**src/design/unsigned_64bit_divider_top_assert.svh**
```systemverilog
// ----------------------------------------------------------------------------
// divider assertion macros
// immediate-style wrappers for concurrent checks, empty under synthesis
// ----------------------------------------------------------------------------
`ifndef UNSIGNED_64BIT_DIVIDER_TOP_ASSERT_SVH
`define UNSIGNED_64BIT_DIVIDER_TOP_ASSERT_SVH

`ifndef SYNTHESIS

// same-cycle implication, sampled on clk, off during rst
`define U64DIV_ASSERT_IMPL(lbl, ante, cons) \
  lbl: assert property (@(posedge clk) disable iff (rst) (ante) |-> (cons)) \
    else $error("u64div check failed");

// next-cycle implication, sampled on clk, off during rst
`define U64DIV_ASSERT_NEXT(lbl, ante, cons) \
  lbl: assert property (@(posedge clk) disable iff (rst) (ante) |=> (cons)) \
    else $error("u64div check failed");

`else

`define U64DIV_ASSERT_IMPL(lbl, ante, cons)
`define U64DIV_ASSERT_NEXT(lbl, ante, cons)

`endif

`endif

```
**src/design/u64div_stage.sv**
```systemverilog
// ----------------------------------------------------------------------------
// u64div_stage
// one restoring step: shift in a dividend bit, trial subtract, register
// ----------------------------------------------------------------------------
`timescale 1ns / 1ps

module u64div_stage #(
  parameter int WIDTH = 64
) (
  input  logic             clk,
  input  logic             rst,
  input  logic             in_valid,
  output logic             in_ready,
  input  logic [WIDTH-1:0] in_rem,
  input  logic [WIDTH-1:0] in_num,
  input  logic [WIDTH-1:0] in_quo,
  input  logic [WIDTH-1:0] in_den,
  output logic             out_valid,
  input  logic             out_ready,
  output logic [WIDTH-1:0] out_rem,
  output logic [WIDTH-1:0] out_num,
  output logic [WIDTH-1:0] out_quo,
  output logic [WIDTH-1:0] out_den
);

  logic             carry;
  logic [WIDTH-1:0] shifted;
  logic             take;
  logic [WIDTH-1:0] rem_next;
  logic [WIDTH-1:0] quo_next;

  assign in_ready = !out_valid || out_ready;

  always_comb begin
    carry    = in_rem[WIDTH-1];
    shifted  = {in_rem[WIDTH-2:0], in_num[WIDTH-1]};
    take     = carry || (shifted >= in_den);
    rem_next = take ? (shifted - in_den) : shifted;
    quo_next = {in_quo[WIDTH-2:0], take};
  end

  always_ff @(posedge clk) begin
    if (rst) begin
      out_valid <= 1'b0;
    end else if (in_ready) begin
      out_valid <= in_valid;
    end
  end

  always_ff @(posedge clk) begin
    if (in_ready && in_valid) begin
      out_rem <= rem_next;
      out_num <= {in_num[WIDTH-2:0], 1'b0};
      out_quo <= quo_next;
      out_den <= in_den;
    end
  end

endmodule

```
**config.mk**
```make
export PLATFORM = sky130hd
export DESIGN_NAME = u64div_stage
export DESIGN_NICKNAME = d
export VERILOG_FILES = /design/src/design/unsigned_64bit_divider_top_assert.svh /design/src/design/u64div_stage.sv
export SDC_FILE = /design/constraint.sdc
export NUM_CORES = 1
export LEC_CHECK = 0
export BUFFER_PORTS_ARGS = -buffer_cell sky130_fd_sc_hd__buf_2
export CORE_AREA = 2 2 201 203
export CTS_CLUSTER_DIAMETER = 120
export CTS_CLUSTER_SIZE = 30
export DETAILED_ROUTE_END_ITERATION = 12
export DIE_AREA = 0 0 203 205
export PLACE_DENSITY = 0.69
export SYNTH_ARGS = -nofsm -noshare
export SYNTH_HDL_FRONTEND = slang
export SYNTH_SLANG_ARGS = --single-unit
```
**constraint.sdc**
```tcl
create_clock -name clk -period 8.5 [get_ports clk]
set_clock_uncertainty 0.1 [all_clocks]
set_input_delay 0.85 -clock clk [delete_from_list [all_inputs] [get_ports clk]]
set_output_delay 0.85 -clock clk [all_outputs]
set_load 0.05 [all_outputs]
```
==> summary.md, run 1 <==
| Metric | Value |
|---|---|
| Outcome | `completed` |
| Minimum clock period | `4.418 ns` |
| Top cells by area, synth | `edfxtp_1, ha_1, a21oi_1, inv_1, nor2_1` |
| Avg Inst Size Synth | `12.08 um2` |
| PwrDens | `approximately 200 mW/mm2` |
| Grt ovf | `0` |
| DR vias/cell | `4.937` |
| Critical Path Sink | `out_rem[36]` |
| Fmax achieved | `around 230 MHz` |
| Largest net degree at the start of global routing | `132` |
| Overall routed net length | `43.15 mm` |
| Multiplexer area fraction after synthesis | `0.07892%` |
| Simple-gate share of the synthesized area | `9.786%` |
| Drt drc | `0` |
| Core area | `0.03937 mm2` |
| Top-count cell post-synth | `edfxtp_1` |
| FP Rows | `between 70 and 80` |
| Net Count, Synth | `1375` |
| Synth unique cells | `80` |
| Crit Path Class | `input pin to register` |
| Height of the chip | `between 200 and 250 um` |
| Reg-to-reg startpoint | `out_valid` |
| MaxCap Viol Count | `0` |
| First-pass GRT wire length | `61.07 mm` |
| #FFs+latches synth | `256` |
| FF-to-FF path depth | `3` |
| Initial core utilization | `32.22%` |
| Drt pass-1 iters | `4` |
| Clk_lat worst skew | `roughly 0.52 ns` |
| DPL Wire Length | `34.44 mm` |
| Clock sinks | `256` |
| Measured slew at the worst slew-check pin | `0.8801 ns` |
| Post-CTS Repair Setup Buffers | `0` |
| Ports | `roughly 520` |
| Total track usage | `19.51%` |
| Sequential share of the synthesized area | `60.53%` |
| Hold buffer count at CTS | `0` |
| Synth top cells by count | `edfxtp_1, a21oi_1, inv_1` |
| Maximum clock path buffer count | `3` |
| CTS tree | `yes` |
| Max-slew headroom | `41.33%` |
| Setup TNS | `0 ns` |
| Num CTS Buffers | `13` |
| CP arrival | `4.57 ns` |
| Compound-Gate Fraction of Synth Area | `15.19%` |
| Vias post-DR | `10290` |
| Post-synth EDFFs | `approximately 260` |
| R2R setup slack | `5.93 ns` |
| Yosys top cell area share | `60.37%` |
| Fin util | `41.08%` |
| Synth warn | `0` |
| Antenna Nets Post-Route | `0` |
| Layout cells sized above 1 | `36.65%` |
| Worst-path clk slew | `~0.11 ns` |
| Leak | `7.102 nW` |
| Synth Flop Type | `edfxtp_1` |
| Cell count after synthesis | `1050` |
| H-tree Lvls | `1` |
| Critical path launch point | `in_den[35]` |
| Die area | `0.04162 mm2` |
| # setup viols final | `0` |
| Area grow syn2layout | `27.50%` |
| Port buffer count | `515` |
| Root Driver | `clkbuf_16` |
| DRC violation total after the first TritonRoute iteration | `589` |
| Hold crit path type | `input pin to register` |
| Final Wtd Congestion | `between 0.8 and 0.9` |
| CP Max Fanout | `97` |
| Adder-cell area share of the yosys netlist | `6.471%` |
| Mapped Area | `0.01268 mm2` |
| Startpoint type of the worst setup path | `input pin` |
| Final hold vios | `0` |
| Worst-case vdd ir drop | `0.0001632 V` |
| Final period util | `51.97%` |
| Async SR Flop Fraction | `0%` |
| Reg-to-Reg End | `out_den[52]` |
| RSZ-0062 raised after global routing | `no` |
| Largest family of logic cells by synthesized area | `compound AO/OA/AOI/OAI gates` |
| Vias in the first global route | `just over 10000` |
| CTS resizes | `0` |
| Die X | `between 200 and 250 um` |
| Yosys top cell by area | `edfxtp_1` |
| Avg WL per Cell | `approximately 21 um` |
| Xor/xnor share of the synthesized area | `approximately 3.7%` |
| Slew Limit Fails | `0` |
| Worst setup EP type | `register` |
| Initial antenna violation count | `18` |
| Final nets | `about 1900` |
| CP required | `8.65 ns` |
[report_power, final]
group	internal, W	total, W	switching (W)
Clock	0.000331	0.000762	0.000431
Combinational	0.000259	0.000937	0.000678
Sequential	0.00151	0.00154	0.0000232
Total	0.00210	0.00324	0.00113
[cell usage in the layout, fill, tap and decap left out, types with 4 or more instances in the layout]
cell type  instances
o21bai_1          10
a21oi_1          115
o21ai_0           44
nand2_1           75
and3_1             4
inv_1             83
ha_1              64
diode_2            9
and2_1             5
o21a_1             8
nand2b_1           9
a21oi_2            5
nor4_1             5
a211oi_1           6
nor2b_1            7
clkbuf_1           4
o31ai_1            7
nor2_1            79
nand4_1           16
xor2_1            28
buf_2            515
and2_2             4
clkbuf_16         13
and4_1             7
a31oi_1            8
nand3_1           13
xnor2_1           25
a211o_1            7
o21ai_1            8
nor3_1            16
a21o_1            33
edfxtp_1         255
o211ai_1           6
[worst max-delay path, cell delays in order]
cell	delay [ns]
buf_2	0.12
inv_1	0.05
ha_1	0.39
and2_1	0.23
nand3_1	0.10
nor3_1	0.54
nand4_1	0.34
nor4_1	0.28
a211o_1	0.41
nor2_8	0.21
inv_6	0.57
and4_1	0.30
nor3_1	0.05
[area by class of cell]
cell class	instances	area, um2
clock inverter	5	80.08
clock buffer	17	340.3
tap	525	656.9
multi-input combinational	671	4469
timing repair buffer	517	2605
fill	3782	23190
inverter	84	320.3
sequential	256	7677
antenna	9	22.52
[layer usage]
layer | global-route usage (%) | vias up | wire, um
met5 | 0 | - | 126
met4 | 6.491 | 18 | 1420
met3 | 5.345 | 67 | 3348
met2 | 35.05 | 389 | 21660
met1 | 22.40 | 4931 | 16590
li1 | - | 4883 | -
[worst min path at each step]
stage	startpoint	end	cells after the start
final	rst	out_valid	2
after global routing	rst	out_valid	2
after CTS	in_quo[14]	out_quo[15]	1
after detailed placement	out_valid	out_valid	2
after global placement	out_valid	out_valid	2
after floorplan	rst	out_valid	1
[registers in the layout, summed over array words and instances, names as in the netlist]
| name | count |
|---|---|
| out_valid | 1 |
| out_num | 63 |
| out_rem | 64 |
| out_den | 64 |
| out_quo | 64 |
[metrics by stage]
step	cells	power [W]	area [um2]	setup slack [ns]	hold slack (ns)
6_report	2084	0.003235	16170	4.082	0.3920
4_1_cts	2075	0.003268	16150	4.055	0.3635
3_5_place_dp	2053	0.002502	15730	3.515	0.4665
5_1_grt	2077	0.003365	16150	3.743	0.3699
3_3_place_gp	2053	0.002493	15730	3.570	0.4488
2_1_floorplan	1050	0.002256	12680	0.5883	0.8191
[cells by family after synthesis]
group | Yosys count
compound gates | 296
flops | 256
simple gates | 255
buf+inv | 123
fa+ha+maj | 65
xor+xnor | 53
other cells | 1
mux | 1
Power figures use the tool's default switching activity.
==> run 2: changes to the inputs <==
--- a/config.mk
+++ b/config.mk
@@ -6,12 +6,12 @@
 export NUM_CORES = 1
 export LEC_CHECK = 0
 export BUFFER_PORTS_ARGS = -buffer_cell sky130_fd_sc_hd__buf_2
-export CORE_AREA = 2 2 201 203
+export CORE_AREA = 2 2 200 202
 export CTS_CLUSTER_DIAMETER = 120
 export CTS_CLUSTER_SIZE = 30
 export DETAILED_ROUTE_END_ITERATION = 12
-export DIE_AREA = 0 0 203 205
-export PLACE_DENSITY = 0.69
+export DIE_AREA = 0 0 202 204
+export PLACE_DENSITY = 0.72
 export SYNTH_ARGS = -nofsm -noshare
 export SYNTH_HDL_FRONTEND = slang
 export SYNTH_SLANG_ARGS = --single-unit
==> constraint.sdc (replaced) <==
create_clock -name clk -period 3.6 [get_ports clk]
set_clock_uncertainty 0.1 [all_clocks]
set_input_delay 0.36 -clock clk [delete_from_list [all_inputs] [get_ports clk]]
set_output_delay 0.36 -clock clk [all_outputs]
set_load 0.05 [all_outputs]
==> run 2 against run 1 <==
Effect of this change:
- clock-buffer cell count down 4
- die area fell by 0.98%
- highest routed layer unchanged
- first-iteration DRC count decreased by 5.1%
- combinational power grew to 2.6 times the previous value
- register-to-register slack worse by 4.2 ns
- largest cell class unchanged
- clock power grew 130%
- critical path depth is 1 higher
==> summary.md, run 2 (synthesis gave the netlist of run 1 again) <==
| Metric | Value |
|---|---|
| Outcome | `completed` |
| DPL Wire Length | `34.43 mm (about the same)` |
| Avg WL per Cell | `19.63 um (-5.2%)` |
| Crit Path Class | `input pin to register` |
| Measured slew at the worst slew-check pin | `0.6391 ns (-0.2410 ns)` |
| Layout cells sized above 1 | `35.07% (-1.6 points)` |
| Overall routed net length | `45.30 mm (+5.0%)` |
| Fin util | `47.28% (+6.2 points)` |
| Drt drc | `0 (unchanged)` |
| Core area | `0.03918 mm2 (-0.46%)` |
| Clk_lat worst skew | `0.51 ns (about the same)` |
| Area grow syn2layout | `46.06%` |
| Fillers | `3520 (-6.9%)` |
| Largest net degree at the start of global routing | `66 (-50%)` |
| H-tree Lvls | `1 (unchanged)` |
| Most frequent cells in the layout | `buf_2, edfxtp_1, dlygate4sd3_1` |
| Height of the chip | `204 um (-0.49%)` |
| First-pass GRT wire length | `65.54 mm (+7.3%)` |
| Final Wtd Congestion | `0.8754 (+2.2%)` |
| Drt pass-1 iters | `5 (+1)` |
| DRC violation total after the first TritonRoute iteration | `559 (-5.1%)` |
| CTS tree | `yes` |
| Slew Limit Fails | `0 (unchanged)` |
| CP required | `3.78 ns (-4.87 ns)` |
| Grt ovf | `0 (unchanged)` |
| Post-route insts no fill | `2308 (+11%)` |
| Ports | `518 (unchanged)` |
| Final period util | `a little over nine tenths` |
| Vias in the first global route | `11300 (+11%)` |
| Startpoint type of the worst setup path | `input pin` |
| Maximum clock path buffer count | `3 (unchanged)` |
| Multi-input logic area | `0.004532 mm2 (+1.4%)` |
| Minimum clock period | `3.509 ns` |
| Commonest non-fill, non-tap cell in the layout | `buf_2` |
| Die area | `0.04121 mm2 (-0.98%)` |
| Post-CTS Repair Setup Buffers | `0 (unchanged)` |
| Clock sinks | `256 (unchanged)` |
| Root Driver | `clkbuf_16` |
| Fmax achieved | `285.0 MHz` |
| Register Area | `0.007677 mm2 (unchanged)` |
| DR vias/cell | `4.883 (-1.1%)` |
| Max-slew headroom | `57.39% (+16 points)` |
| FP Rows | `73 (unchanged)` |
| Initial antenna violation count | `4 (-14)` |
| Leak | `8.140 nW (+15%)` |
| Pre-CTS setup slack | `0.005804 ns (-3.509 ns)` |
| CP arrival | `3.69 ns (-0.88 ns)` |
| Biggest regs | `out_den: 64 flops, out_quo: 64 flops, out_rem: 64 flops` |
| Num CTS Buffers | `13 (unchanged)` |
| Vias post-DR | `11270 (+9.5%)` |
| # setup viols final | `0 (unchanged)` |
| Setup WS post-layout | `0.09083 ns (-3.991 ns)` |
| Worst-case vdd ir drop | `0.0003775 V (+130%)` |
| Inst Count DP | `2097 (+2.1%)` |
| Antenna Nets Post-Route | `0 (unchanged)` |
| Port buffer count | `515 (unchanged)` |
| Initial core utilization | `32.37% (+0.15 points)` |
| R2R setup slack | `1.73 ns (-4.20 ns)` |
| Worst-path clk slew | `0.11 ns (about the same)` |
| MaxCap Viol Count | `0 (unchanged)` |
| Final hold vios | `0 (unchanged)` |
| PwrDens | `424.7 mW/mm2 (+110%)` |
| Final nets | `2104 (+13%)` |
| Worst setup EP type | `register` |
| Hold crit path type | `input pin to register` |
| CP Max Fanout | `5 (-95%)` |
| Die X | `202 um (-0.49%)` |
| Total track usage | `20.94% (+1.4 points)` |
run 2: cell count changes in the layout (fill, tap and decap cells not counted), moves of 3 or more:
cell and change:
buf_12 +6, buf_4 +38, dlygate4sd3_1 +192, a21oi_2 +3, diode_2 -8, clkbuf_1 -4
a21oi_1 -3
run 2: final timing paths:
check	start	endpoint	cells past startpoint
worst min register to register	out_valid	out_den[53]	2
worst max register to register	out_valid	out_rem[29]	3
worst max-delay path	in_den[3]	out_rem[63]	14
worst min-delay path	in_rem[17]	out_rem[18]	3
run 2: metal layers:
metal | vias to the layer above | GRT usage [%] | routed length (um)
li1 | 5339 | - | -
met2 | 448 | 37.97 | 22940
met5 | - | 0 | 43
met1 | 5389 | 24.23 | 17710
met4 | 6 | 9.191 | 2026
met3 | 87 | 3.635 | 2578
run 2: cell type report:
cell class / count / share of cell area, %
flip-flops and latches: 256 / 41.44
repair buffers: 753 / 26.62
multi-input cells: 671 / 24.46
well taps: 525 / 3.546
clock buffers: 13 / 1.756
inverters: 84 / 1.729
clock inverters: 5 / 0.4255
diodes: 1 / 0.01351
run 2: stage by stage:
step                hold slack, ns   TNS (ns)  total power [W]  instance area, um2
floorplan                   0.3291          0         0.005294               12690
global placement            0.3925          0         0.005961               16130
detailed placement          0.4199          0         0.005984               16130
CTS                        0.01654          0         0.007922               18460
global route               0.03992  -0.009575         0.008192               18520
finish                     0.04941          0         0.007868               18530
run 2: repair_timing:
action	4_1_cts	5_1_grt
endpoints found under the setup margin	0	12
hold buffers	192	0
gates resized for setup	0	13
endpoints found under the hold margin	191	0
run 2: critical path: stages:
cell           delay (ns)
dlygate4sd3_1        0.52
buf_2                0.11
inv_1                0.04
ha_1                 0.19
a21o_1               0.24
a211o_1              0.32
o211ai_2             0.26
a311oi_4             0.12
buf_4                0.20
nor4_4               0.38
o31ai_4              0.18
a31o_1               0.25
a211o_1              0.30
a31o_1               0.21
run 2: report_power, final:
part | internal (W) | leakage, nW | switching, W | total, W
Clock | 0.000764 | 0.193 | 0.000995 | 0.00176
Combinational | 0.000809 | 5.48 | 0.00167 | 0.00248
Sequential | 0.00357 | 2.47 | 0.0000599 | 0.00363
